$ cat config.mk
export PLATFORM = sky130hd
export DESIGN_NAME = mgvf_fifo
export DESIGN_NICKNAME = d
export VERILOG_FILES = /design/src/sv/mgvf_fifo.sv
export SDC_FILE = /design/constraint.sdc
export NUM_CORES = 1
export LEC_CHECK = 0
export ABC_AREA = 1
export BUFFER_PORTS_ARGS = -buffer_cell sky130_fd_sc_hd__buf_2
export CORE_MARGIN = 3
export CORE_UTILIZATION = 45
export DETAILED_ROUTE_END_ITERATION = 7
export PLACE_DENSITY = 0.67
export RECOVER_POWER = 25
export SKIP_LAST_GASP = 1
export SYNTH_ARGS = -nofsm -noshare
export SYNTH_HDL_FRONTEND = slang
export SYNTH_SLANG_ARGS = --single-unit
$ cat constraint.sdc
create_clock -name clk -period 1.4 [get_ports clk]
set_input_delay 0.28 -clock clk [delete_from_list [all_inputs] [get_ports clk]]
set_output_delay 0.28 -clock clk [all_outputs]
set_load 0.02 [all_outputs]
$ cat src/sv/mgvf_fifo.sv
module mgvf_fifo #(
    parameter int W     = 8,
    parameter int DEPTH = 4
) (
    input  logic         clk,
    input  logic         rst_n,
    input  logic         push,
    input  logic [W-1:0] push_data,
    output logic         full,
    input  logic         pop,
    output logic         not_empty,
    output logic [W-1:0] pop_data
);
    localparam int IW = $clog2(DEPTH);
    localparam int NW = $clog2(DEPTH + 1);

    logic [W-1:0]  slot_reg [DEPTH];
    logic [IW-1:0] wp_reg, wp_next;
    logic [IW-1:0] rp_reg, rp_next;
    logic [NW-1:0] count_reg, count_next;

    assign full      = (count_reg == NW'(DEPTH));
    assign not_empty = (count_reg != '0);
    assign pop_data  = slot_reg[rp_reg];

    always_comb
    begin
        wp_next    = push ? wp_reg + IW'(1) : wp_reg;
        rp_next    = pop ? rp_reg + IW'(1) : rp_reg;
        count_next = count_reg + NW'(push) - NW'(pop);
    end

    always_ff @(posedge clk or negedge rst_n)
    begin
        if (!rst_n)
        begin
            wp_reg    <= '0;
            rp_reg    <= '0;
            count_reg <= '0;
        end
        else
        begin
            wp_reg    <= wp_next;
            rp_reg    <= rp_next;
            count_reg <= count_next;
        end
    end

    always_ff @(posedge clk)
    begin
        if (push)
        begin
            slot_reg[wp_reg] <= push_data;
        end
    end
endmodule

## After elaboration in Yosys (flattened, before gate mapping)

Memory sizes are Yosys's and may differ from the RTL's.
Cells that the tools add are included.

- Reductions and logical operators: 1
- Eq/ne operators: 1
- Mux-type cells: 2
- Add/sub/neg operators: 4

Operators with widths:

| operator | count |
|---|---|
| $add A2 B1 Y2 const B | 2 |
| $add A3 B1 Y3 | 1 |
| $eq A3 B3 Y1 const B | 1 |
| $reduce_bool A3 Y1 | 1 |
| $sub A3 B1 Y3 | 1 |
| $mux W1 | 2 |

- Memory bits (writable): 32
- Flip-flop bits (word level): 7
- Output and inout bits: 10
- Memories: 1
- Word-level logic and storage cells: 12

Memory list:

| name | depth | width | read ports | clocked after memory_dff | write ports | RTL line | text |
|---|---|---|---|---|---|---|---|
| slot_reg | 4 | 8 | 1 | 0 | 1 | 17 | `logic [W-1:0] slot_reg [DEPTH];` |

## Logic depth before layout (Yosys ltp)

Gate-level depths: netlist (run 1).

- Word-level depth: 2
- Gate-level depth with buffers: 8
- Gate-level depth less buffers: 8

## Worst setup path after synthesis (run 1)

Ideal clock, no wire load.

- Path kind: register to register
- Start: register count_reg[0]
- End: register count_reg[2]
- Cell stages (with the launch flop): 9
- Buffers on the path: 0
- Slack: -0.041 ns
- Arrival: 1.376 ns
- Setup time: 0.065 ns
- Required time: 1.335 ns
- Path through: dfrtp_1 -> inv_1 -> ha_1 -> inv_1 -> ha_1 -> fa_1 -> inv_1 -> nand3_1 -> nand2_1

- Cells in the longest elaborated chain, start to end: 2

Ends and longest elaborated chain:

| item | RTL line | text |
|---|---|---|
| from (decl) | 20 | `logic [NW-1:0] count_reg, count_next;` |
| from (signal assigned) | 45 | `count_reg <= count_next;` |
| $add A3 B1 Y3 | 30 | `count_next = count_reg + NW'(push) - NW'(pop);` |
| $sub A3 B1 Y3 | 30 |  |
| net count_next[2] | 20 |  |

The timed path passes the listed nets, and every way through them passes these cells.
A chain may end at the register's enable or synchronous reset.

## Worst setup path in the final report (run 1)

- Start: register rp_reg[0]
- End: output pop_data[7]

- Cells in the longest elaborated chain, start to end: 1

Ends and longest elaborated chain:

| item | RTL line | text |
|---|---|---|
| from (decl) | 19 | `logic [IW-1:0] rp_reg, rp_next;` |
| from (signal assigned) | 44 | `rp_reg <= rp_next;` |
| $mem_v2 Z4 W8 | - |  |
| to (decl) | 12 | `output logic [W-1:0] pop_data` |

Every way passes these cells.

==> impl_summary.log, run 1 <==
INFO  metric postPlaceCellArea = 2006 um^2
INFO  metric postSynthRegisterBits = 39
INFO  metric power_leakage = roughly 1.2 nW
INFO  metric clkTransAtPathRegs = 70 ps
INFO  metric timing.reg2reg.worst_path_depth = 5
INFO  metric tritoncts = built
INFO  metric endpoint_kind = output pin
INFO  metric max_buffers_root_to_sink = 2
INFO  metric cts_htree_levels = 2
INFO  metric antenna_cells_inserted = 0
INFO  metric final_core_util = 64.10%
INFO  metric pre_cts_ws = -82.41 ps
INFO  metric number_of_global_route_vias_before_repair = ~1300
INFO  metric drt.antenna.violating_nets = 0
INFO  metric final-setup-viol-count = 10
INFO  metric vias_per_cell = 4.660
INFO  metric synth_warnings = 0
INFO  metric async_flop_share = 17.95%
INFO  metric clock_latency = 280 ps
INFO  metric placement_rows = 22
INFO  metric overflow = 0
INFO  metric syn_avg_cell_area = 10.51 um^2
INFO  metric critPathRequiredTime = between 1000 and 1500 ps
INFO  metric syn-instance-count = 171
INFO  metric place.gp.congestion = between 0.8 and 0.9
INFO  metric power-per-cell-area = 2141 nW/um^2
INFO  metric initial_core_util = 48.03%
INFO  metric combPwrFrac = 51.7%
INFO  metric worst_setup_path_start_kind = flop
INFO  metric grt_antenna_before_repair = 0
INFO  metric die_area = 4790 um^2
INFO  metric route.vias.total = 1221
INFO  metric grt_setup_unrepaired = yes
INFO  metric clock_sinks = 39
INFO  metric p_clk_share = approximately 15%
INFO  metric first_pass_iters = 4
INFO  metric max-slew-margin-rel = 83.16%
INFO  metric post-route-drc-count = 0
INFO  metric finalCritPeriodShare = 114.0%
INFO  metric worst_hold_path_cells = 1
INFO  metric dp.final_hpwl = 2247 um
INFO  metric core-area = approximately 3700 um^2
INFO  metric global_route_wire_length_before_repair = around 5700 um
INFO  metric grt_start_max_net_pins = 17
INFO  metric synthFlopType = sky130_fd_sc_hd__edfxtp_1
INFO  metric seqPwrFrac = between 30% and 40%
INFO  metric syn2layout_area_growth = 33.47%
INFO  metric totalWireLength = 3544 um
INFO  metric cts_made_buffers = 5
INFO  metric cellInternalPower = 3.143 mW
INFO  metric ios = 22
INFO  metric floorplan.die.width = 69.21 um
INFO  metric final_area = 2400 um^2
INFO  metric wl_per_cell = 13.53 um
INFO  metric die_h = slightly below 70 um
INFO  metric cts_root_buffer = sky130_fd_sc_hd__clkbuf_8
INFO  metric violations = setup timing
INFO  metric gr-usage-all-layers = 15.45%
INFO  metric ir_drop = 913.9 uV
INFO  metric port_buffers = 21
INFO  metric cp_max_fanout = 8
INFO  metric switching_power = 1.995 mW
INFO  metric power_switching_share = 38.83%
INFO  metric status = finished, violations left
INFO  metric post_synth_instance_area = 1798 um^2
INFO  metric synth.yosys.seq_area_share = 63.19%
INFO  metric final.setup_skew = about 5.4 ps
INFO  metric hold_viol_final = 0
INFO  metric drtIter0Drc = 63
INFO  metric maxClockFrequency = between 600 and 700 MHz
INFO  metric crit_arrival = 1320 ps
INFO  metric synth.lib_cells_used.distinct = 17
INFO  metric timing.final.ws_setup = -195.9 ps
INFO  metric critPathKind = flop to output pin
INFO  metric n_fill_cell = approximately 270
INFO  metric fin_nets = 232
INFO  metric worst_slew_pin_slew = roughly 250 ps
INFO  metric final_layout_size_suffix_gt1_share = approximately two fifths
INFO  metric drv_cap = 0
INFO  metric final_max_slew_viol_count = 0
INFO  metric final.min_clock_period = 1596 ps
INFO  metric hold_path.class = primary input to flop
INFO  metric largest_register_ff_count = 32
INFO  metric mappedNetlistNets = 190
INFO  metric number_of_synthesized_flops_with_an_enable_pin = 32
path summary, 6_finish.rpt:
path	from	to	slack, ps
worst max register to register	count_reg[0]$_DFF_PN0_	count_reg[1]$_DFF_PN0_	-50
worst max-delay path	rp_reg[0]$_DFFE_PN0P_	pop_data[7]	-200
max in group asynchronous	rst_n	rp_reg[0]$_DFFE_PN0P_	870
min in group asynchronous	rst_n	count_reg[0]$_DFF_PN0_	360
worst min-delay path	push_data[7]	slot_reg[1][7]$_DFFE_PP_	210
worst min register to register	wp_reg[0]$_DFFE_PN0P_	wp_reg[0]$_DFFE_PN0P_	540
placed cells by master, fill, tap and decap left out, drive strengths merged:
cell type and n:
nor2 1, fa 1, dlygate4sd3 1, clkbuf 13, edfxtp 32, dfrtp 7, nand3 18, xor2 3
nand2 51, buf 33, clkinv 1, inv 46, o21ai 1, ha 6
cell type report:
cell class / instances / area (um^2) / area share [%]
sequential: 39 / 1137 / 47.39
multi-input combinational: 81 / 609.3 / 25.39
timing repair buffer: 40 / 321.6 / 13.40
inverter: 46 / 180.2 / 7.508
clock buffer: 7 / 86.33 / 3.597
tap: 48 / 60.06 / 2.503
clock inverter: 1 / 5.005 / 0.2086
metrics by stage:
step / total power [mW] / instances / hold slack, ps / setup TNS [ps]
3_3_place_gp: 3.428 / 247 / 123.5 / -40.68
3_5_place_dp: 3.528 / 247 / 127.8 / -160.5
5_1_grt: 5.484 / 262 / 215.0 / -1977
2_1_floorplan: 2.988 / 171 / -15.59 / 0
4_1_cts: 4.696 / 258 / 203.1 / -1149
6_report: 5.137 / 262 / 212.5 / -1342
logic make-up (layout without fill, tap and decap cells):
logic type,Yosys count,in the layout,share of synthesized area (%)
adders and majority gates,7,7,5.289
AOI/OAI and AO/OA,1,1,0.2781
buffers and inverters,51,94,12.80
DFF,39,39,63.19
and+or+nand+nor,70,70,16.98
xor gates and xnor gates,3,3,1.462
power by group through the flow:
stage / Clock [mW] / Combinational [mW] / Sequential [mW]
after detailed placement: 0 / 1.82 / 1.71
after global placement: 0 / 1.73 / 1.70
after global routing: 0.821 / 2.91 / 1.75
after floorplan: 0 / 1.33 / 1.65
after CTS: 0.772 / 2.22 / 1.70
final: 0.758 / 2.66 / 1.72
worst max-delay path: stages, from the launching register on:
cell	delay, ps
sky130_fd_sc_hd__dfrtp_2	490
sky130_fd_sc_hd__buf_12	180
sky130_fd_sc_hd__nand2_2	80
sky130_fd_sc_hd__nand3_2	90
sky130_fd_sc_hd__nand2_2	80
sky130_fd_sc_hd__buf_6	110
timing repair:
item,in CTS,in global routing
hold endpoints to repair,7,0
setup buffers,2,3
resized for setup,36,35
hold buffers,1,0
pin swaps,6,13
cloned,0,1
setup endpoints to repair,11,12
per-layer routing:
metal	wire length (um)	track usage (%)	vias up
met3	186	5.217	11
li1	-	-	603
met4	85	7.158	0
met2	1881	26.38	35
met1	1391	17.32	572
met5	0	0	-
cells in the mapped netlist (2+ instances only):
cell	n	area, um^2
sky130_fd_sc_hd__nand2_2	8	50.05
sky130_fd_sc_hd__dfrtp_1	7	175.2
sky130_fd_sc_hd__nand2_1	43	161.4
sky130_fd_sc_hd__edfxtp_1	32	960.9
sky130_fd_sc_hd__xor2_1	3	26.28
sky130_fd_sc_hd__inv_1	44	165.2
sky130_fd_sc_hd__buf_6	2	22.52
sky130_fd_sc_hd__nand3_1	18	90.09
sky130_fd_sc_hd__ha_1	6	75.07
No activity file was read; power rests on OpenSTA's default activity.
==> run 2: changes to the inputs <==
SETUP_SLACK_MARGIN = 0.5   (was default)
==> run 2 against run 1 <==
The run still ends with setup timing left; setup slack worse by 15 ps; sequential power increased by 2%; clock power decreased by 6.7%; combinational power rose by 27%; clock skew grew 1.6 ps; final area is 9.1% higher; non-clock buffer count grew 2; critical path depth did not move; total power is 14% higher; register-to-register slack got worse by 20 ps; critical path type unchanged.
==> impl_summary.log, run 2 (same netlist as run 1, synthesis figures left out) <==
INFO  metric initial_core_util = 48.03% (unchanged)
INFO  metric capturing_element_of_the_worst_setup_path = pop_data[7]
INFO  metric power_switching_share = 40.91% (+2.1 points)
INFO  metric cellInternalPower = 3.448 mW (+9.7%)
INFO  metric timing.final.ws_setup = -211.3 ps (-15.36 ps)
INFO  metric placement_rows = 22 (unchanged)
INFO  metric cts_htree_levels = 2 (unchanged)
INFO  metric most_common_cell_after_layout_fill_and_taps_aside = sky130_fd_sc_hd__inv_1
INFO  metric wl_per_cell = 14.36 um (+6.2%)
INFO  metric top_usage_layer = met2
INFO  metric power_leakage = 1.195 nW (+3.2%)
INFO  metric timing.reg2reg.worst_path_depth = 8 (+3)
INFO  metric worst_setup_path_start_kind = flop
INFO  metric port_buffers = 21 (unchanged)
INFO  metric cp_slowest_stage_delay = 540 ps (+50 ps)
INFO  metric layout.cells.most_common_list = sky130_fd_sc_hd__inv_1 (34), sky130_fd_sc_hd__edfxtp_1 (32), sky130_fd_sc_hd__nand2_2 (24)
INFO  metric grt_antenna_before_repair = 0 (unchanged)
INFO  metric post-route-drc-count = 0 (unchanged)
INFO  metric seqPwrFrac = 30.2% (-3.3 points)
INFO  metric final-setup-viol-count = 11 (+1)
INFO  metric first_pass_iters = 4 (unchanged)
INFO  metric grt_start_max_net_pins = 12 (-5)
INFO  metric totalWireLength = 3806 um (+7.4%)
INFO  metric status = finished, violations left
INFO  metric place.gp.congestion = 0.6949 (-15%)
INFO  metric worst_slew_pin_slew = 287.8 ps (+35.53 ps)
INFO  metric maxClockFrequency = 620.6 MHz (-0.95%)
INFO  metric max-slew-margin-rel = 80.81% (-2.3 points)
INFO  metric crit_start = rp_reg[0]$_DFFE_PN0P_
INFO  metric number_of_global_route_vias_before_repair = 1343 (+4.9%)
INFO  metric final_layout_size_suffix_gt1_share = 54.84% (+13 points)
INFO  metric syn2layout_area_growth = 45.65%
INFO  metric crit_arrival = 1330 ps (about the same)
INFO  metric final.setup_skew = 6.992 ps (+1.642 ps)
INFO  metric drtIter0Drc = 48 (-24%)
INFO  metric cts_made_buffers = 5 (unchanged)
INFO  metric power-per-cell-area = 2228 nW/um^2 (+4.1%)
INFO  metric clock_latency = 290 ps (about the same)
INFO  metric critPathRequiredTime = 1120 ps (about the same)
INFO  metric ios = 22 (unchanged)
INFO  metric dp.final_hpwl = 2292 um (+2.0%)
INFO  metric crit_cells = 5 (unchanged)
INFO  metric final.min_clock_period = 1611 ps (+15.36 ps)
INFO  metric fin_nets = 235 (+1.3%)
INFO  metric final_core_util = 69.95% (+5.8 points)
INFO  metric cp_max_fanout = 7 (-1)
INFO  metric r2r_setup_slack = -70 ps (-20 ps)
INFO  metric groute.layer.met1.usage = 18.86% (+1.5 points)
INFO  metric die_h = 69.21 um (unchanged)
INFO  metric combPwrFrac = 57.7% (+6.0 points)
INFO  metric violations = setup timing
INFO  metric core-area = 3744 um^2 (unchanged)
INFO  metric worstReg2RegStart = count_reg[0]$_DFF_PN0_
INFO  metric gr_met3_demand_resource = 3.623% (-1.6 points)
INFO  metric p_total = 5.834 mW (+14%)
INFO  metric clkTransAtPathRegs = 70 ps (about the same)
INFO  metric grt.met2_usage = 29.87% (+3.5 points)
INFO  metric regToRegEndpoint = count_reg[2]$_DFF_PN0_
INFO  metric largest_register_ff_count = 32 (unchanged)
INFO  metric antenna_cells_inserted = 0 (unchanged)
INFO  metric critical_path_buf_inv_count = 2 (unchanged)
INFO  metric gr-usage-all-layers = 17.00% (+1.5 points)
INFO  metric tritoncts = built
INFO  metric max_buffers_root_to_sink = 2 (unchanged)
INFO  metric ir_drop = 1181 uV (+29%)
INFO  metric drt.antenna.violating_nets = 0 (unchanged)
INFO  metric grt_setup_unrepaired = yes
INFO  metric critical_path.cell_chain = buf_6 -> nand2_2 -> nand3_2 -> nand2_4 -> buf_6
INFO  metric p_clk_share = 12.1% (-2.7 points)
INFO  metric overflow = 0 (unchanged)
INFO  metric die_area = 4790 um^2 (unchanged)
INFO  metric final_max_slew_viol_count = 0 (unchanged)
INFO  metric hold_viol_final = 0 (unchanged)
INFO  metric timing.critical_path.slowest_stage_cell = sky130_fd_sc_hd__dfrtp_2
INFO  metric clock_sinks = 39 (unchanged)
INFO  metric floorplan.die.width = 69.21 um (unchanged)
INFO  metric critical-path-top-delay-family = flip-flops
INFO  metric route.vias.total = 1229 (+0.66%)
INFO  metric drv_cap = 0 (unchanged)
INFO  metric global_route_wire_length_before_repair = 6106 um (+6.9%)
INFO  metric switching_power = 2.387 mW (+20%)
INFO  metric hold_path.class = primary input to flop
INFO  metric vias_per_cell = 4.638 (-0.48%)
INFO  metric cts_root_buffer = sky130_fd_sc_hd__clkbuf_8
INFO  metric endpoint_kind = output pin
INFO  metric finalCritPeriodShare = 115.1% (+1.1 points)
INFO  metric path_common_cell = sky130_fd_sc_hd__buf_6
INFO  metric critPathKind = flop to output pin
==> run 2: power groups by stage <==
stage,logic [mW],registers (mW),clock network (mW)
after floorplan,1.72,1.66,0
after global placement,2.11,1.71,0
after detailed placement,2.21,1.73,0
after CTS,3.13,1.75,0.721
after global routing,3.66,1.79,0.759
final,3.37,1.76,0.707
==> run 2: timing repair <==
| item | CTS | global route |
|---|---|---|
| resized for setup | 77 | 14 |
| pin swaps | 29 | 8 |
| setup buffers | 10 | 4 |
| hold buffers | 1 | 0 |
| endpoints found under the hold margin | 7 | 0 |
| setup endpoints to repair | 48 | 48 |
| gates cloned | 1 | 0 |
==> run 2: per-layer routing <==
| metal | up-vias | part of all wire (%) |
|---|---|---|
| met1 | 581 | 40 |
| met5 | - | 0 |
| met4 | 0 | 2.0 |
| li1 | 607 | - |
| met2 | 32 | 54 |
| met3 | 9 | 3.7 |
==> run 2: per-stage QoR <==
step,setup TNS [ps],instance area (um^2),cells,hold slack [ps],setup WS [ps]
6_report,-1709,2619,265,221.0,-211.3
5_1_grt,-2486,2619,265,208.1,-278.9
4_1_cts,-1605,2541,261,188.6,-202.0
3_5_place_dp,-134.5,2118,241,128.7,-70.21
3_3_place_gp,-34.90,2118,241,120.1,-19.24
2_1_floorplan,0,1948,171,-15.59,15.88
==> run 2: how the worst min path moves through the flow <==
stage | from | end | slack, ps | cells past startpoint
global placement | rst_n | wp_reg[0]$_DFFE_PN0P_ | 120 | 1
detailed placement | rst_n | wp_reg[1]$_DFFE_PN0P_ | 130 | 1
floorplan | rst_n | count_reg[0]$_DFF_PN0_ | -20 | 0
global route | push_data[4] | slot_reg[3][4]$_DFFE_PP_ | 210 | 1
finish | push_data[7] | slot_reg[1][7]$_DFFE_PP_ | 220 | 1
CTS | push_data[1] | slot_reg[2][1]$_DFFE_PP_ | 190 | 1
==> run 2: layout make-up <==
type | count | area (um^2)
clock buffer | 6 | 72.57
clock inverter | 2 | 7.507
fill | 276 | 1125
inverter | 46 | 215.2
multi-input combinational | 81 | 752.0
sequential | 39 | 1139
tap | 48 | 60.06
timing repair buffer | 42 | 364.1
timing repair inverter | 1 | 8.758
