<file path="config.mk">
export PLATFORM = sky130hd
export DESIGN_NAME = mgvf_front_flat
export DESIGN_NICKNAME = d
export VERILOG_FILES = /design/src/sv/mgvf_pkg.sv /design/src/sv/mgvf_in_if.sv /design/src/sv/mgvf_front.sv /design/src/flat_wrapper.sv
export SDC_FILE = /design/constraint.sdc
export NUM_CORES = 1
export LEC_CHECK = 0
export BUFFER_PORTS_ARGS = -buffer_cell sky130_fd_sc_hd__buf_4
export CAP_MARGIN = 25
export CORE_UTILIZATION = 48
export CTS_CLUSTER_DIAMETER = 60
export DETAILED_ROUTE_END_ITERATION = 10
export PLACE_DENSITY = 0.92
export SETUP_SLACK_MARGIN = 0.15
export SYNTH_ARGS = -nofsm -noshare
export SYNTH_HDL_FRONTEND = slang
export SYNTH_SLANG_ARGS = --single-unit
</file>
<file path="constraint.sdc">
create_clock -name clk -period 3.9 [get_ports clk]
set_clock_uncertainty 0.2 [all_clocks]
set_input_delay 0.39 -clock clk [delete_from_list [all_inputs] [get_ports clk]]
set_output_delay 0.39 -clock clk [all_outputs]
set_load 0.03 [all_outputs]
</file>
<file path="src/sv/mgvf_pkg.sv">
package mgvf_pkg;

    // Depth of the task queue between the front and the back. Keep it a power of two.
    localparam int QUEUE_DEPTH = 4;

    // Register indexes on the configuration port.
    localparam logic [2:0] REG_MU     = 3'd0;
    localparam logic [2:0] REG_OLI    = 3'd1;
    localparam logic [2:0] REG_COLS   = 3'd2;
    localparam logic [2:0] REG_ROWS   = 3'd3;
    localparam logic [2:0] REG_TOP    = 3'd4;
    localparam logic [2:0] REG_BOTTOM = 3'd5;

    // Edge classification of one centre pixel.
    typedef struct packed {
        logic top;
        logic bottom;
        logic left;
        logic right;
        logic last;
    } edge_flags_t;

    localparam int FLAGS_W = $bits(edge_flags_t);

    function automatic logic signed [31:0] sat32(input logic signed [63:0] v);
        if (v > 64'sd2147483647)
        begin
            return 32'sh7fffffff;
        end
        else if (v < -64'sd2147483648)
        begin
            return 32'sh80000000;
        end
        else
        begin
            return v[31:0];
        end
    endfunction

endpackage

</file>
<file path="src/sv/mgvf_in_if.sv">
interface mgvf_in_if;
    logic               valid;
    logic               ready;
    logic signed [31:0] ahead_value;
    logic signed [31:0] image_value;

    modport source (output valid, output ahead_value, output image_value, input ready);
    modport sink   (input valid, input ahead_value, input image_value, output ready);
endinterface

</file>
<file path="src/sv/mgvf_front.sv">
module mgvf_front #(
    parameter int MAX_COLS = 512,
    parameter int MAX_ROWS = 1024,
    parameter int AW       = 11
) (
    input  logic                                 clk,
    input  logic                                 rst_n,
    mgvf_in_if.sink                              in_ch,
    input  logic [$clog2(MAX_COLS+1)-1:0]        cols,
    input  logic [$clog2(MAX_ROWS+1)-1:0]        rows,
    input  logic                                 top_is_edge,
    input  logic                                 bottom_is_edge,
    output logic                                 wr_en,
    output logic [AW-1:0]                        wr_addr,
    output logic [31:0]                          wr_data,
    input  logic                                 queue_full,
    output logic                                 push,
    output logic [AW-1:0]                        push_head,
    output logic signed [31:0]                   push_image,
    output mgvf_pkg::edge_flags_t                push_flags
);
    import mgvf_pkg::*;

    localparam int CW  = $clog2(MAX_COLS + 1);
    localparam int RW  = $clog2(MAX_ROWS + 1);
    localparam int FW  = $clog2(MAX_COLS + 2);
    localparam int CPW = $clog2(MAX_COLS);
    localparam int RPW = $clog2(MAX_ROWS);

    logic [AW-1:0]  head_reg, head_next;
    logic [FW-1:0]  fill_reg, fill_next;
    logic [CPW-1:0] col_reg, col_next;
    logic [RPW-1:0] row_reg, row_next;
    logic           accept, filling, right, row_last;

    assign in_ch.ready = !queue_full;
    assign accept      = in_ch.valid && !queue_full;
    assign filling     = fill_reg < (FW'(cols) + FW'(1));
    assign right       = CW'(col_reg) >= (cols - CW'(1));
    assign row_last    = RW'(row_reg) >= (rows - RW'(1));

    assign wr_en      = accept;
    assign wr_addr    = head_reg + AW'(1);
    assign wr_data    = in_ch.ahead_value;
    assign push       = accept && !filling;
    assign push_head  = head_reg + AW'(1);
    assign push_image = in_ch.image_value;

    always_comb
    begin
        push_flags.top    = top_is_edge && (row_reg == '0);
        push_flags.bottom = bottom_is_edge && row_last;
        push_flags.left   = (col_reg == '0);
        push_flags.right  = right;
        push_flags.last   = right && row_last;

        head_next = head_reg;
        fill_next = fill_reg;
        col_next  = col_reg;
        row_next  = row_reg;
        if (accept)
        begin
            head_next = head_reg + AW'(1);
            if (filling)
            begin
                fill_next = fill_reg + FW'(1);
            end
            else if (right)
            begin
                col_next = '0;
                if (row_last)
                begin
                    row_next  = '0;
                    fill_next = '0;
                end
                else
                begin
                    row_next = row_reg + RPW'(1);
                end
            end
            else
            begin
                col_next = col_reg + CPW'(1);
            end
        end
    end

    always_ff @(posedge clk or negedge rst_n)
    begin
        if (!rst_n)
        begin
            head_reg <= '0;
            fill_reg <= '0;
            col_reg  <= '0;
            row_reg  <= '0;
        end
        else
        begin
            head_reg <= head_next;
            fill_reg <= fill_next;
            col_reg  <= col_next;
            row_reg  <= row_next;
        end
    end
endmodule

</file>
<file path="src/flat_wrapper.sv">
// flat-port wrapper written by rule: the top's interface ports become plain ports
module mgvf_front_flat import mgvf_pkg::*;
#(
    parameter int MAX_COLS = 512,
    parameter int MAX_ROWS = 1024,
    parameter int AW       = 11
)
  (clk, rst_n, cols, rows, top_is_edge, bottom_is_edge, wr_en, wr_addr, wr_data, queue_full, push, push_head, push_image, push_flags, in_ch_valid, in_ch_ahead_value, in_ch_image_value, in_ch_ready);
  mgvf_in_if in_ch_i ();
  input  logic clk;
  input  logic rst_n;
  input  logic [$clog2(MAX_COLS+1)-1:0] cols;
  input  logic [$clog2(MAX_ROWS+1)-1:0] rows;
  input  logic top_is_edge;
  input  logic bottom_is_edge;
  output logic wr_en;
  output logic [AW-1:0] wr_addr;
  output logic [31:0] wr_data;
  input  logic queue_full;
  output logic push;
  output logic [AW-1:0] push_head;
  output logic signed [31:0] push_image;
  output mgvf_pkg::edge_flags_t push_flags;
  input wire logic [$bits(in_ch_i.valid)-1:0] in_ch_valid;
  input wire logic [$bits(in_ch_i.ahead_value)-1:0] in_ch_ahead_value;
  input wire logic [$bits(in_ch_i.image_value)-1:0] in_ch_image_value;
  output wire logic [$bits(in_ch_i.ready)-1:0] in_ch_ready;
  assign in_ch_i.valid = in_ch_valid;
  assign in_ch_i.ahead_value = in_ch_ahead_value;
  assign in_ch_i.image_value = in_ch_image_value;
  assign in_ch_ready = in_ch_i.ready;
  mgvf_front #(.MAX_COLS(MAX_COLS), .MAX_ROWS(MAX_ROWS), .AW(AW)) u_core (.clk(clk), .rst_n(rst_n), .in_ch(in_ch_i), .cols(cols), .rows(rows), .top_is_edge(top_is_edge), .bottom_is_edge(bottom_is_edge), .wr_en(wr_en), .wr_addr(wr_addr), .wr_data(wr_data), .queue_full(queue_full), .push(push), .push_head(push_head), .push_image(push_image), .push_flags(push_flags));
endmodule
</file>
**Word level (Yosys, flattened, before mapping)**

Index checks and enable logic that the tools add are counted.
Widths: inputs -> output; s select.

- Register bits: 40
- Bits of input ports: 91
- Output and inout port bits: 94
- Word-level logic and storage cells: 34

- Add/subtract/negate cells: 7
- Magnitude comparators: 3
- Multiplexer cells: 5
- Bitwise operators: 1
- Reductions and logical operators: 14

Operator list:

| kind | count |
|---|---|
| $mux 10 | 4 |
| $add 10x1->10 const B | 3 |
| $add 11x1->11 const B | 1 |
| $ge 10x11->1 | 1 |
| $sub 11x1->11 const B | 1 |
| $ge 9x10->1 | 1 |
| $logic_not 10->1 | 1 |
| $lt 10x10->1 | 1 |
| $sub 10x1->10 const B | 1 |
| $add 9x1->9 const B | 1 |
| $logic_not 9->1 | 1 |
| $mux 9 | 1 |
| $reduce_and 3->1 | 2 |
| $logic_and 1x1->1 | 5 |
| $reduce_bool 2->1 | 2 |
| $logic_not 1->1 | 2 |
| $reduce_and 2->1 | 1 |
| $not 1->1 | 1 |

**Longest topological paths before layout**

Gate-level depths: netlist (run 1).

- Depth after elaboration: 5
- Gate-level depth with buffers: 15
- Mapped depth without buffers: 14

**Least setup slack after synthesis (run 1)**

Ideal clock, no wire load.

- Path kind: input to output
- From: in cols[3]
- To: out push_flags[0] in the netlist's numbering
- Arrival: 3.050 ns
- Required time: 3.310 ns
- Slack: 0.260 ns
- Cell stages on the path: 12
- Buffers on the path: 3
- Path through: buf_6 -> or4_4 -> nor4_1 -> xnor2_1 -> ha_1 -> nand2_1 -> or3_1 -> o221ai_1 -> o211ai_2 -> buf_6 -> buf_6 -> nor2_1

RTL lines:

| element | line | source |
|---|---|---|
| start: declaration | flat_wrapper.sv:12 | `input logic [$clog2(MAX_COLS+1)-1:0] cols;` |
| end: declaration | flat_wrapper.sv:23 | `output mgvf_pkg::edge_flags_t push_flags;` |

==> key figures, run 1 <==
Cells and area
  – Antenna diode count: 0
  – Share of layout cells above drive strength 1: 19.3%
  – Fill cell count: 741
  – Nets: 582
  – Syn-to-layout area delta: 1.99%
  – Max reg flops: 11

Drt
  – Routed WL per cell: 15.6 um
  – Initial DRC Count: 155
  – DR DRC count: 0
  – Drt first pass iters: 4
  – DRT antenna net count: 0
  – Via Count: 3,312
  – Detailed Route WL: 8680 um
  – DR vias/cell: 5.95

Pwr
  – Seq pwr share: 33.5%
  – Switch Pwr: 1.02 mW
  – Max IR drop VDD: 219 uV
  – Int Pwr: 1.15 mW
  – Sw Share: 47.0%
  – Pleak: 1.85 nW
  – Combinational Power Share: 53.3%
  – Clock Power Share: 13.2%
  – Power per cell area: 537 nW/um^2

STA
  – Fin crit share: 92.8%
  – Minimum clock period: 3620 ps
  – Hold slack: 302 ps
  – Worst relative slew slack: 57.0%
  – Fin. Hold Viols: 0
  – Worst slew pin tran: 644 ps
  – Final setup margin: 282 ps
  – RSZ-0062 raised after global routing: false
  – Final Setup Violations: 0
  – Pins Over Slew Limit: 0
  – FMAX: 276 MHz

CTS
  – TritonCTS clock tree: done
  – CTS H-Tree Depth: 2
  – Clock Tree Buf Depth: 2
  – Reg clk slew, reported paths: 70 ps
  – Number of buffers created by CTS: 5
  – Clock Latency Late Sink: 290 ps
  – Sinks on the clock net: 40
  – CTS root buffer: clkbuf_8

Placed design
  – Pre-CTS setup slack: -43.0 ps
  – Port Buf Inserts: 56
  – Routability cong.: 0.872
  – Dpl hpwl: 6430 um

Logic synthesis
  – Ys Warns: 0
  – Synth top area share: 25.2%
  – Post-synthesis sequential area ratio: 25.2%
  – Avg Cell Area, Syn: 8.40 sq um
  – Synth unique cells: 53
  – Post-synth net total: 600
  – Cells after synthesis: 472
  – Synth Register Bits: 40
  – Area leader, netlist: dfrtp_1
  – Post-Syn Area: 3970 sq um
  – Top post-synthesis cells by area: dfrtp_1, buf_4, ha_1

Die
  – IO Pins: 185
  – Die Height: 92.9 um
  – FP Rows: 32
  – DIE WIDTH: 92.9 um
  – Die ar.: 8630 sq um
  – Core Region: 7850 sq um
  – Initial core utilization: 50.5%

Hold path
  – Worst Hold Class: reg2reg

Run
  – Max cap viols: 0

Setup path
  – Critical path class: in2out
  – Crit path arrival time: 3030 ps
  – Setup crit start kind: input pin
  – Crit. End Element: primary output
  – CP Data Required Time: 3310 ps
  – CP Max Fanout: 13

Run status
  – Status: complete, no violations

GRT
  – Vias in the first global route: 3,194
  – GRT overflow: 0
  – Gr usage total: 20.1%
  – Antenna violations before repair: 0
  – First-pass GRT wire length: 14,200 um
  – Largest net degree at the start of global routing: 41
-- critical path, cell delays in order --
cell and delay, ps:
buf_4 130, or4_4 560, nor4_2 210, xnor2_1 120, ha_1 300, nand2_1 70, or3_1 350, o221ai_1 320
o211ai_4 240, nor2_1 160, buf_4 170
-- layout by cell type (no fill, tap or decap), drive strengths merged, types with 2 or more instances in the layout --
cell / n
dfrtp: 40
or4: 9
nor4: 10
nand4: 9
nand2: 31
a22oi: 7
a21oi: 17
a31o: 2
o21a: 4
o21bai: 2
and4b: 2
and3: 7
xnor2: 34
o22ai: 4
o21ai: 18
clkinv: 2
inv: 32
nor3: 11
nor2: 24
clkbuf: 6
a211oi: 4
xor2: 13
a31oi: 2
buf: 64
a21o: 5
or2: 2
nand3: 29
o31ai: 7
nand2b: 4
o211ai: 5
ha: 37
-- per-stage QoR --
stage                     total power, mW  util [%]  cells  instance area (sq um)  TNS (ps)
after floorplan                      1.69         -    472                   3970         0
after global placement               1.81      49.5    544                   3890         0
after detailed placement             1.87      49.5    544                   3890      -189
after CTS                            2.17      51.0    553                   4000         0
after global routing                 2.34      51.5    557                   4050         0
final                                2.17      51.5    557                   4050         0
-- per-layer routing --
layer  track usage (%)  vias to the layer above  wire length (um)
met5                 0                        -                 0
met2              35.8                      129              4420
li1                  -                     1536                 -
met4              9.49                        0               244
met3              5.01                       42               578
met1              22.2                     1605              3440
-- power groups by stage --
stage               Sequential, mW  Combinational, mW  Clock (mW)
CTS                          0.720               1.15       0.295
floorplan                    0.673               1.01           0
global placement             0.716               1.09           0
detailed placement           0.726               1.14           0
global route                 0.747               1.28       0.310
finish                       0.727               1.16       0.287
-- cell families after synthesis --
| kind of cell | after synthesis | synth area share (%) |
|---|---|---|
| AOI/OAI and AO/OA | 80 | 13.2 |
| buffers and inverters | 122 | 19.7 |
| and+or+nand+nor | 144 | 19.3 |
| xor gates and xnor gates | 47 | 10.4 |
| adders and majority gates | 37 | 11.7 |
| muxes | 2 | 0.536 |
| DFF | 40 | 25.2 |
-- area by class of cell --
type | count | area [sq um] | area share (%)
Clock inverter | 2 | 10.0 | 0.247
Sequential cell | 40 | 1000 | 24.7
Inverter | 32 | 123 | 3.03
Multi-Input combinational cell | 310 | 2210 | 54.7
Clock buffer | 6 | 82.6 | 2.04
Tap cell | 102 | 128 | 3.15
Timing Repair Buffer | 65 | 490 | 12.1
-- synth_stat cells (all sizes together) --
master,number
nor4,10
nand3,29
buf,83
or2,2
nand2,31
o221ai,1
nand3b,1
and4b,2
nor3b,1
a21o,5
xor2,13
o21a,4
o21ai,18
a211o,1
nor2,24
nand4,9
clkbuf,7
xnor2,34
dfrtp,40
o31ai,7
ha,37
a31o,2
and2,1
o22ai,4
or3,1
nor3,11
a2111oi,1
mux2,1
or4,9
o21bai,2
and3,7
inv,32
mux2i,1
a211oi,4
or4b,1
a22oi,7
a21oi,17
nand2b,4
o211ai,5
a31oi,2
nor4b,1
-- path summary, 6_finish.rpt --
| check | slack (ps) | cells after the start | startpoint | endpoint |
|---|---|---|---|---|
| min reg2reg | 300 | 1 | u_core.head_reg[10]$_DFFE_PN0P_ | u_core.head_reg[10]$_DFFE_PN0P_ |
| max | 280 | 11 | cols[1] | push_flags[0] |
| min | 300 | 1 | u_core.head_reg[10]$_DFFE_PN0P_ | u_core.head_reg[10]$_DFFE_PN0P_ |
| min in group asynchronous | 420 | 2 | rst_n | u_core.head_reg[9]$_DFFE_PN0P_ |
| max reg2reg | 960 | 9 | u_core.col_reg[2]$_DFFE_PN0P_ | u_core.fill_reg[8]$_DFFE_PN0P_ |
| max in group asynchronous | 2720 | 2 | rst_n | u_core.row_reg[4]$_DFFE_PN0P_ |
-- timing repair --
| action | CTS | global route |
|---|---|---|
| hold buffers | 1 | 0 |
| endpoints found under the hold margin | 40 | 0 |
| pin swaps | 0 | 2 |
| setup buffers | 0 | 4 |
| setup endpoints to repair | 2 | 4 |
| cloned | 0 | 0 |
| resized for setup | 1 | 3 |
(Power assumes the default switching activity.)
==> inputs of run 2 (changes only) <==
==> constraint.sdc (replaced) <==
create_clock -name clk -period 3.6 [get_ports clk]
set_clock_uncertainty 0.2 [all_clocks]
set_input_delay 0.36 -clock clk [delete_from_list [all_inputs] [get_ports clk]]
set_output_delay 0.36 -clock clk [all_outputs]
set_load 0.03 [all_outputs]
==> run 2 against run 1 <==
  * Global-route usage increased by 1.1 points
  * Die area unchanged
  * Combinational power increased by 17%
  * Clock-buffer cell count decreased by 1
  * Power increased by 15%
  * First-iteration DRC count increased by 63%
  * Highest routed layer unchanged
  * Critical path depth increased by 5
  * Sequential share of layout area decreased by 1.6 points
  * Largest cell class unchanged
  * Via count increased by 2.3%
==> key figures, run 2 (synthesis results as in run 1) <==
Run status
  – Status: complete, no violations (unchanged)

CTS
  – Number of buffers created by CTS: 5 (unchanged)
  – Sinks on the clock net: 40 (unchanged)
  – Clock Latency Late Sink: 290 ps (about the same)
  – CTS root buffer: clkbuf_8 (unchanged)
  – TritonCTS clock tree: done (unchanged)
  – Reg clk slew, reported paths: 80 ps (was 70 ps)
  – CTS H-Tree Depth: 2 (unchanged)
  – Clock Tree Buf Depth: 2 (unchanged)

Cells and area
  – Nets: 600 (was 582)
  – Most common cell after layout, fill and taps aside: buf_4 (unchanged)
  – Commonest non-fill, non-tap cells in the layout: buf_4, dfrtp_1, ha_1, xnor2_1, inv_1 (was buf_4, dfrtp_1, ha_1, xnor2_1, nand2_1)
  – Max reg flops: 11 (unchanged)
  – Multi-input gate area: 2300 sq um (was 2210 sq um)
  – Fill cell count: 660 (was 741)
  – Antenna diode count: 0 (unchanged)
  – Util after Layout: 55.2% (was 51.5%)
  – Share of layout cells above drive strength 1: 25.2% (was 19.3%)
  – Non-Filler Instances: 575 (was 557)
  – Syn-to-layout area delta: 9.15% (was 1.99%)
  – Reg area: 1000 sq um (unchanged)
  – Design area: 4330 sq um (was 4050 sq um)

Setup path
  – Crit Reg-Reg Startpoint: u_core.col_reg[3]$_DFFE_PN0P_ (was u_core.col_reg[2]$_DFFE_PN0P_)
  – CP delay by family, top: simple AND/OR/NAND/NOR gates (unchanged)
  – CP cell instances: buf_4 > buf_4 > inv_1 > ha_4 > nand2_2 > or2_4 > nor2_4 > xnor2_1 > ha_1 > nand2_2 > or3_4 > o221ai_4 > o211ai_4 > buf_6 > inv_8 > buf_6 (was buf_4 > or4_4 > nor4_2 > xnor2_1 > ha_1 > nand2_1 > or3_1 > o221ai_1 > o211ai_4 > nor2_1 > buf_4)
  – Crit path arrival time: 2870 ps (was 3030 ps)
  – CP Max Fanout: 6 (was 13)
  – Worst Reg-to-Reg Cells: 9 (unchanged)
  – Crit. End Element: primary output (unchanged)
  – Critical path class: in2out (unchanged)
  – Setup crit start kind: input pin (unchanged)
  – CP Data Required Time: 3040 ps (was 3310 ps)
  – Critical Path Slowest Stage Cell: or3_4 (was or4_4)
  – WP buf/inv: 6 (was 2)
  – Critical path's largest stage delay: 380 ps (was 560 ps)
  – Internal reg-to-reg setup slack: 750 ps (was 960 ps)
  – Setup crit start: cols[1] (unchanged)
  – WP depth: 16 (was 11)
  – Worst R2R End: u_core.row_reg[3]$_DFFE_PN0P_ (was u_core.fill_reg[8]$_DFFE_PN0P_)
  – CP endpoint: push_flags[1] (was push_flags[0])

Pwr
  – Max IR drop VDD: 239 uV (was 219 uV)
  – Pleak: 1.97 nW (was 1.85 nW)
  – Power per cell area: 579 nW/um^2 (was 537 nW/um^2)

Die
  – Die Height: 92.9 um (unchanged)
  – FP Rows: 32 (unchanged)
  – DIE WIDTH: 92.9 um (unchanged)
  – IO Pins: 185 (unchanged)
  – Core Region: 7850 sq um (unchanged)
  – Die ar.: 8630 sq um (unchanged)
  – Initial core utilization: 50.5% (unchanged)

Drt
  – Initial DRC Count: 252 (was 155)
  – DRT antenna net count: 0 (unchanged)
  – WL met2: 4880 um (was 4420 um)
  – Via Count: 3,388 (was 3,312)
  – Drt first pass iters: 5 (was 4)
  – Detailed Route WL: 9530 um (was 8680 um)
  – DR vias/cell: 5.89 (was 5.95)
  – M1 WL: 3630 um (was 3440 um)
  – Top Metal Used: met4 (unchanged)
  – Routed WL per cell: 16.6 um (was 15.6 um)
  – Wire length on met3: 612 um (was 578 um)
  – DR DRC count: 0 (unchanged)

GRT
  – Vias in the first global route: 3,255 (was 3,194)
  – Gr usage total: 21.2% (was 20.1%)
  – GRT overflow: 0 (unchanged)
  – Antenna violations before repair: 0 (unchanged)
  – First-pass GRT wire length: 14,800 um (was 14,200 um)
  – Largest net degree at the start of global routing: 41 (unchanged)

Placed design
  – Port Buf Inserts: 56 (unchanged)
  – Routability cong.: 0.895 (was 0.872)
  – # placed instances: 556 (was 544)
  – Dpl hpwl: 6580 um (was 6430 um)
  – DP Area: 3990 sq um (was 3890 sq um)

Hold path
  – Worst Hold Class: reg2reg (unchanged)

Run
  – Max cap viols: 0 (unchanged)

STA
  – Pins Over Slew Limit: 0 (unchanged)
  – Hold slack: 311 ps (was 302 ps)
  – RSZ-0062 raised after global routing: false (unchanged)
  – Worst slew pin tran: 647 ps (was 644 ps)
  – Final Setup Violations: 0 (unchanged)
  – FMAX: 292 MHz
  – Fin. Hold Viols: 0 (unchanged)
  – Minimum clock period: 3430 ps
  – Worst relative slew slack: 56.8% (was 57.0%)
  – Fin crit share: 95.3%
  – TNS Setup: 0 ps (unchanged)
## run 2: changes by cell type in the layout (fill, tap and decap cells not counted), moves of 2 or more
| cell | previous run | this run |
|---|---|---|
| a21oi_2 | 0 | 2 |
| nor4_4 | 0 | 2 |
| nand2_1 | 31 | 29 |
| buf_4 | 64 | 76 |
| nor2_1 | 24 | 21 |
| a21oi_1 | 17 | 15 |
| nor4_2 | 2 | 0 |
| nor2_2 | 0 | 2 |
| nand2_2 | 0 | 2 |
| buf_6 | 0 | 5 |
## run 2: worst min-delay path by stage
stage	slack, ps	cells past startpoint	to	startpoint
CTS	310	1	u_core.head_reg[10]$_DFFE_PN0P_	u_core.head_reg[10]$_DFFE_PN0P_
global route	350	1	u_core.head_reg[10]$_DFFE_PN0P_	u_core.head_reg[10]$_DFFE_PN0P_
finish	310	1	u_core.head_reg[10]$_DFFE_PN0P_	u_core.head_reg[10]$_DFFE_PN0P_
global placement	160	1	u_core.head_reg[10]$_DFFE_PN0P_	rst_n
floorplan	-140	0	u_core.col_reg[0]$_DFFE_PN0P_	rst_n
detailed placement	170	1	u_core.fill_reg[8]$_DFFE_PN0P_	rst_n
## run 2: area by class of cell
class / instances / share of cell area [%]
clock buffers: 5 / 1.59
clock inverters: 3 / 0.983
inverters: 32 / 2.95
multi-input cells: 310 / 53.2
flip-flops and latches: 40 / 23.1
well taps: 102 / 2.95
repair buffers: 83 / 15.2
## run 2: power breakdown
group / total, mW / leakage, nW / switching (mW) / internal, mW
sequential: 0.783 / 0.476 / 0.200 / 0.583
clock: 0.369 / 0.0541 / 0.164 / 0.205
combinational: 1.36 / 1.44 / 0.792 / 0.564
## run 2: worst reg2reg max path, stage by stage, from the launching register on
cell and delay, ps:
dfrtp_1 450, ha_1 330, nand2_1 70, or3_4 400
o221ai_4 250, o211ai_4 160, buf_6 160, buf_6 110
or4_4 510, a21oi_2 150
## run 2: repair_timing
item | in CTS | in global routing
pin swaps | 2 | 7
cloned | 0 | 0
setup buffers | 3 | 7
endpoints found under the hold margin | 40 | 0
hold buffers | 1 | 0
setup endpoints to repair | 3 | 11
gates resized for setup | 9 | 20
## run 2: stage by stage
stage                     worst slack [ps]  power, mW
after floorplan                        153       1.83
after global placement                66.3       1.98
after detailed placement              -115       2.05
after CTS                              124       2.46
after global routing                  77.7       2.69
final                                  170       2.51
## run 2: routing by layer
| metal | up-vias | global-route usage (%) |
|---|---|---|
| met3 | 50 | 4.11 |
| met2 | 154 | 39.2 |
| met1 | 1616 | 23.4 |
| met5 | - | 0 |
| met4 | 0 | 9.10 |
| li1 | 1568 | - |
==> inputs of run 3 (changes only) <==
--- a/config.mk
+++ b/config.mk
@@ -5,12 +5,13 @@
 export SDC_FILE = /design/constraint.sdc
 export NUM_CORES = 1
 export LEC_CHECK = 0
+export ABC_AREA = 1
 export BUFFER_PORTS_ARGS = -buffer_cell sky130_fd_sc_hd__buf_4
 export CAP_MARGIN = 25
-export CORE_UTILIZATION = 48
+export CORE_UTILIZATION = 49
 export CTS_CLUSTER_DIAMETER = 60
 export DETAILED_ROUTE_END_ITERATION = 10
-export PLACE_DENSITY = 0.92
+export PLACE_DENSITY = 0.93
 export SETUP_SLACK_MARGIN = 0.15
 export SYNTH_ARGS = -nofsm -noshare
 export SYNTH_HDL_FRONTEND = slang
==> run 3 against run 2 <==
  * Combinational power grew 6%
  * Synthesized area grew 4.8%
  * Sequential cell count did not move
  * Highest routed layer unchanged
  * Register-to-register slack gained 470 ps
  * Core utilization shrank 3.4 points
  * Non-clock buffer count fell by 24
  * Global-route usage fell by 1.0 points
  * Die area rose by 2.6%
  * Cell count increased by 12%
==> key figures, run 3 <==
GRT
  – Vias in the first global route: 3,253 (was 3,255)
  – Gr usage total: 20.2% (was 21.2%)
  – Largest net degree at the start of global routing: 41 (unchanged)
  – First-pass GRT wire length: 14,000 um (was 14,800 um)
  – GRT overflow: 0 (unchanged)
  – Antenna violations before repair: 0 (unchanged)

Placed design
  – Routability cong.: 0.849 (was 0.895)
  – Pre-CTS setup slack: 368 ps (was -115 ps)
  – Dpl hpwl: 6610 um (was 6580 um)
  – Port Buf Inserts: 56 (unchanged)

Drt
  – Routed WL per cell: 12.9 um (was 16.6 um)
  – DR vias/cell: 5.15 (was 5.89)
  – Via Count: 3,322 (was 3,388)
  – Top Metal Used: met4 (unchanged)
  – Wire length on met3: 501 um (was 612 um)
  – Detailed Route WL: 8300 um (was 9530 um)
  – WL met2: 4130 um (was 4880 um)
  – Drt first pass iters: 4 (was 5)
  – DRT antenna net count: 0 (unchanged)
  – DR DRC count: 0 (unchanged)
  – M1 WL: 3370 um (was 3630 um)
  – Initial DRC Count: 99 (was 252)

Cells and area
  – Most common cell after layout, fill and taps aside: nand2_1 (was buf_4)
  – Nets: 667 (was 600)
  – Fill cell count: 776 (was 660)
  – Commonest non-fill, non-tap cells in the layout: nand2_1, inv_1, buf_4, dfrtp_1, ha_1 (was buf_4, dfrtp_1, ha_1, xnor2_1, inv_1)
  – Max reg flops: 11 (unchanged)
  – Antenna diode count: 0 (unchanged)
  – Syn-to-layout area delta: 2.44% (was 9.15%)
  – Share of layout cells above drive strength 1: 19.6% (was 25.2%)

STA
  – Fin crit share: 87.0% (was 95.3%)
  – Minimum clock period: 3130 ps (was 3430 ps)
  – Pins Over Slew Limit: 0 (unchanged)
  – RSZ-0062 raised after global routing: false (unchanged)
  – FMAX: 319 MHz (was 292 MHz)
  – Final Setup Violations: 0 (unchanged)
  – TNS Setup: 0 ps (unchanged)
  – Fin. Hold Viols: 0 (unchanged)
  – Worst slew pin tran: 512 ps (was 647 ps)
  – Worst relative slew slack: 65.8% (was 56.8%)
  – Final setup margin: 467 ps (was 170 ps)
  – Hold slack: 316 ps (was 311 ps)

Setup path
  – Critical Path Slowest Stage Cell: or3_1 (was or3_4)
  – Crit path arrival time: 2570 ps (was 2870 ps)
  – Worst path most repeated cell: nand2_1
  – Critical path's largest stage delay: 370 ps (was 380 ps)
  – CP cell instances: buf_4 > nor2_1 > nand2_1 > or3_1 > xnor2_1 > inv_1 > ha_1 > nand2_1 > nor2_1 > nand2_1 > nand2_1 > nand2_1 > nand3_1 > nand2_1 > nand2_1 > nand2_4 > nor2_1 > buf_4 (was buf_4 > buf_4 > inv_1 > ha_4 > nand2_2 > or2_4 > nor2_4 > xnor2_1 > ha_1 > nand2_2 > or3_4 > o221ai_4 > o211ai_4 > buf_6 > inv_8 > buf_6)
  – Internal reg-to-reg setup slack: 1220 ps (was 750 ps)
  – Crit. End Element: primary output (unchanged)
  – CP Max Fanout: 13 (was 6)
  – WP buf/inv: 3 (was 6)
  – CP Data Required Time: 3040 ps (about the same)
  – Critical path class: in2out (unchanged)
  – Setup crit start kind: input pin (unchanged)
  – CP delay by family, top: simple AND/OR/NAND/NOR gates (unchanged)

Logic synthesis
  – Synth Register Bits: 40 (unchanged)
  – Ys async rst share: 100% (unchanged)
  – EDFF count, synth: 0 (unchanged)
  – Top post-synthesis cells by area: dfrtp_1, buf_4, nand2_1 (was dfrtp_1, buf_4, ha_1)
  – Synth top area share: 24.1% (was 25.2%)
  – Post-Syn Area: 4160 sq um (was 3970 sq um)
  – Ys Warns: 0 (unchanged)
  – Avg Cell Area, Syn: 7.47 sq um (was 8.40 sq um)
  – Post-synthesis sequential area ratio: 24.1% (was 25.2%)
  – Most numerous cell in the Yosys netlist: nand2_1 (was buf_4)
  – Area leader, netlist: dfrtp_1 (unchanged)
  – Top post-synthesis cells by count: nand2_1, buf_4, inv_1 (was buf_4, dfrtp_1, ha_1)
  – Synth unique cells: 36 (was 53)
  – Cells after synthesis: 556 (was 472)
  – Post-synth net total: 684 (was 600)
  – Ys flop type: dfrtp_1 (unchanged)

Die
  – DIE WIDTH: 94.1 um (was 92.9 um)
  – FP Rows: 33 (was 32)
  – Initial core utilization: 50.6% (was 50.5%)
  – IO Pins: 185 (unchanged)
  – Core Region: 8220 sq um (was 7850 sq um)
  – Die ar.: 8850 sq um (was 8630 sq um)
  – Die Height: 94.1 um (was 92.9 um)

CTS
  – Reg clk slew, reported paths: 80 ps (about the same)
  – Clock Latency Late Sink: 290 ps (about the same)
  – TritonCTS clock tree: done (unchanged)
  – Sinks on the clock net: 40 (unchanged)
  – Number of buffers created by CTS: 5 (unchanged)
  – CTS root buffer: clkbuf_8 (unchanged)
  – CTS H-Tree Depth: 2 (unchanged)
  – Clock Tree Buf Depth: 2 (unchanged)

Run
  – Max cap viols: 0 (unchanged)

Run status
  – Status: complete, no violations (unchanged)

Pwr
  – Power per cell area: 640 nW/um^2 (was 579 nW/um^2)
  – Max IR drop VDD: 220 uV (was 239 uV)
  – Pleak: 2.28 nW (was 1.97 nW)

Hold path
  – Worst Hold Class: reg2reg (unchanged)
[run 3: cell types whose count changed after synthesis, moves of 8 or more]
cell	before	now
nand2_1	31	124
inv_1	30	73
xnor2_1	34	6
xor2_1	13	31
nor2_1	24	37
a21oi_1	17	9
or4_1	8	0
[run 3: routing by layer]
metal,global-route usage (%),up-vias
met5,0,-
met4,10.9,0
met3,3.40,40
met2,35.8,110
met1,22.9,1522
li1,-,1650
[run 3: path summary, 6_finish.rpt]
check	startpoint	end	cells past startpoint
worst max-delay path	rows[2]	push_flags[3]	18
worst min-delay path	u_core.head_reg[10]$_DFFE_PN0P_	u_core.head_reg[10]$_DFFE_PN0P_	2
worst max register to register	u_core.col_reg[4]$_DFFE_PN0P_	u_core.row_reg[8]$_DFFE_PN0P_	14
worst min register to register	u_core.head_reg[10]$_DFFE_PN0P_	u_core.head_reg[10]$_DFFE_PN0P_	2
max in group asynchronous	rst_n	u_core.row_reg[8]$_DFFE_PN0P_	2
min in group asynchronous	rst_n	u_core.col_reg[7]$_DFFE_PN0P_	2
[run 3: logic make-up (layout without fill, tap and decap cells)]
group	count (synthesis)	after routing	synth area share (%)
and+or+nand+nor	241	241	28.5
buffers and inverters	160	144	22.5
AOI/OAI and AO/OA	40	40	5.66
DFF	40	40	24.1
xor gates and xnor gates	38	38	8.19
adders and majority gates	37	37	11.1
[run 3: cell type report]
cell class | count | area [sq um] | area share, %
Multi-Input combinational cell | 356 | 2230 | 52.4
Sequential cell | 40 | 1000 | 23.5
Timing Repair Buffer | 59 | 445 | 10.5
Inverter | 77 | 292 | 6.85
Tap cell | 105 | 131 | 3.09
Clock inverter | 3 | 90.1 | 2.12
Clock buffer | 5 | 68.8 | 1.62
[run 3: power breakdown]
part | total [mW] | switching, mW | internal [mW] | leakage (nW)
Combinational | 1.44 | 0.905 | 0.530 | 1.73
Clock | 0.513 | 0.166 | 0.347 | 0.0784
Sequential | 0.776 | 0.174 | 0.603 | 0.472
Total | 2.73 | 1.25 | 1.48 | 2.28
[run 3: tightest hold or removal path: stages, from the launching register on]
cell and delay, ps:
dfrtp_1 370, nand2_1 60, nand2_1 60
[run 3: what timing repair did]
action / in CTS / in global routing
gates resized for setup: 0 / 2
setup buffers: 0 / 0
hold buffers: 1 / 0
setup endpoints to repair: 0 / 2
hold endpoints to repair: 40 / 0
[run 3: metrics by stage]
step	cells	utilization, %	instance area (sq um)	power (mW)
after floorplan	556	-	4160	1.99
after global placement	636	49.7	4080	2.12
after detailed placement	636	49.7	4080	2.21
after CTS	645	51.7	4250	2.74
after global routing	645	51.8	4260	2.95
final	645	51.8	4260	2.73
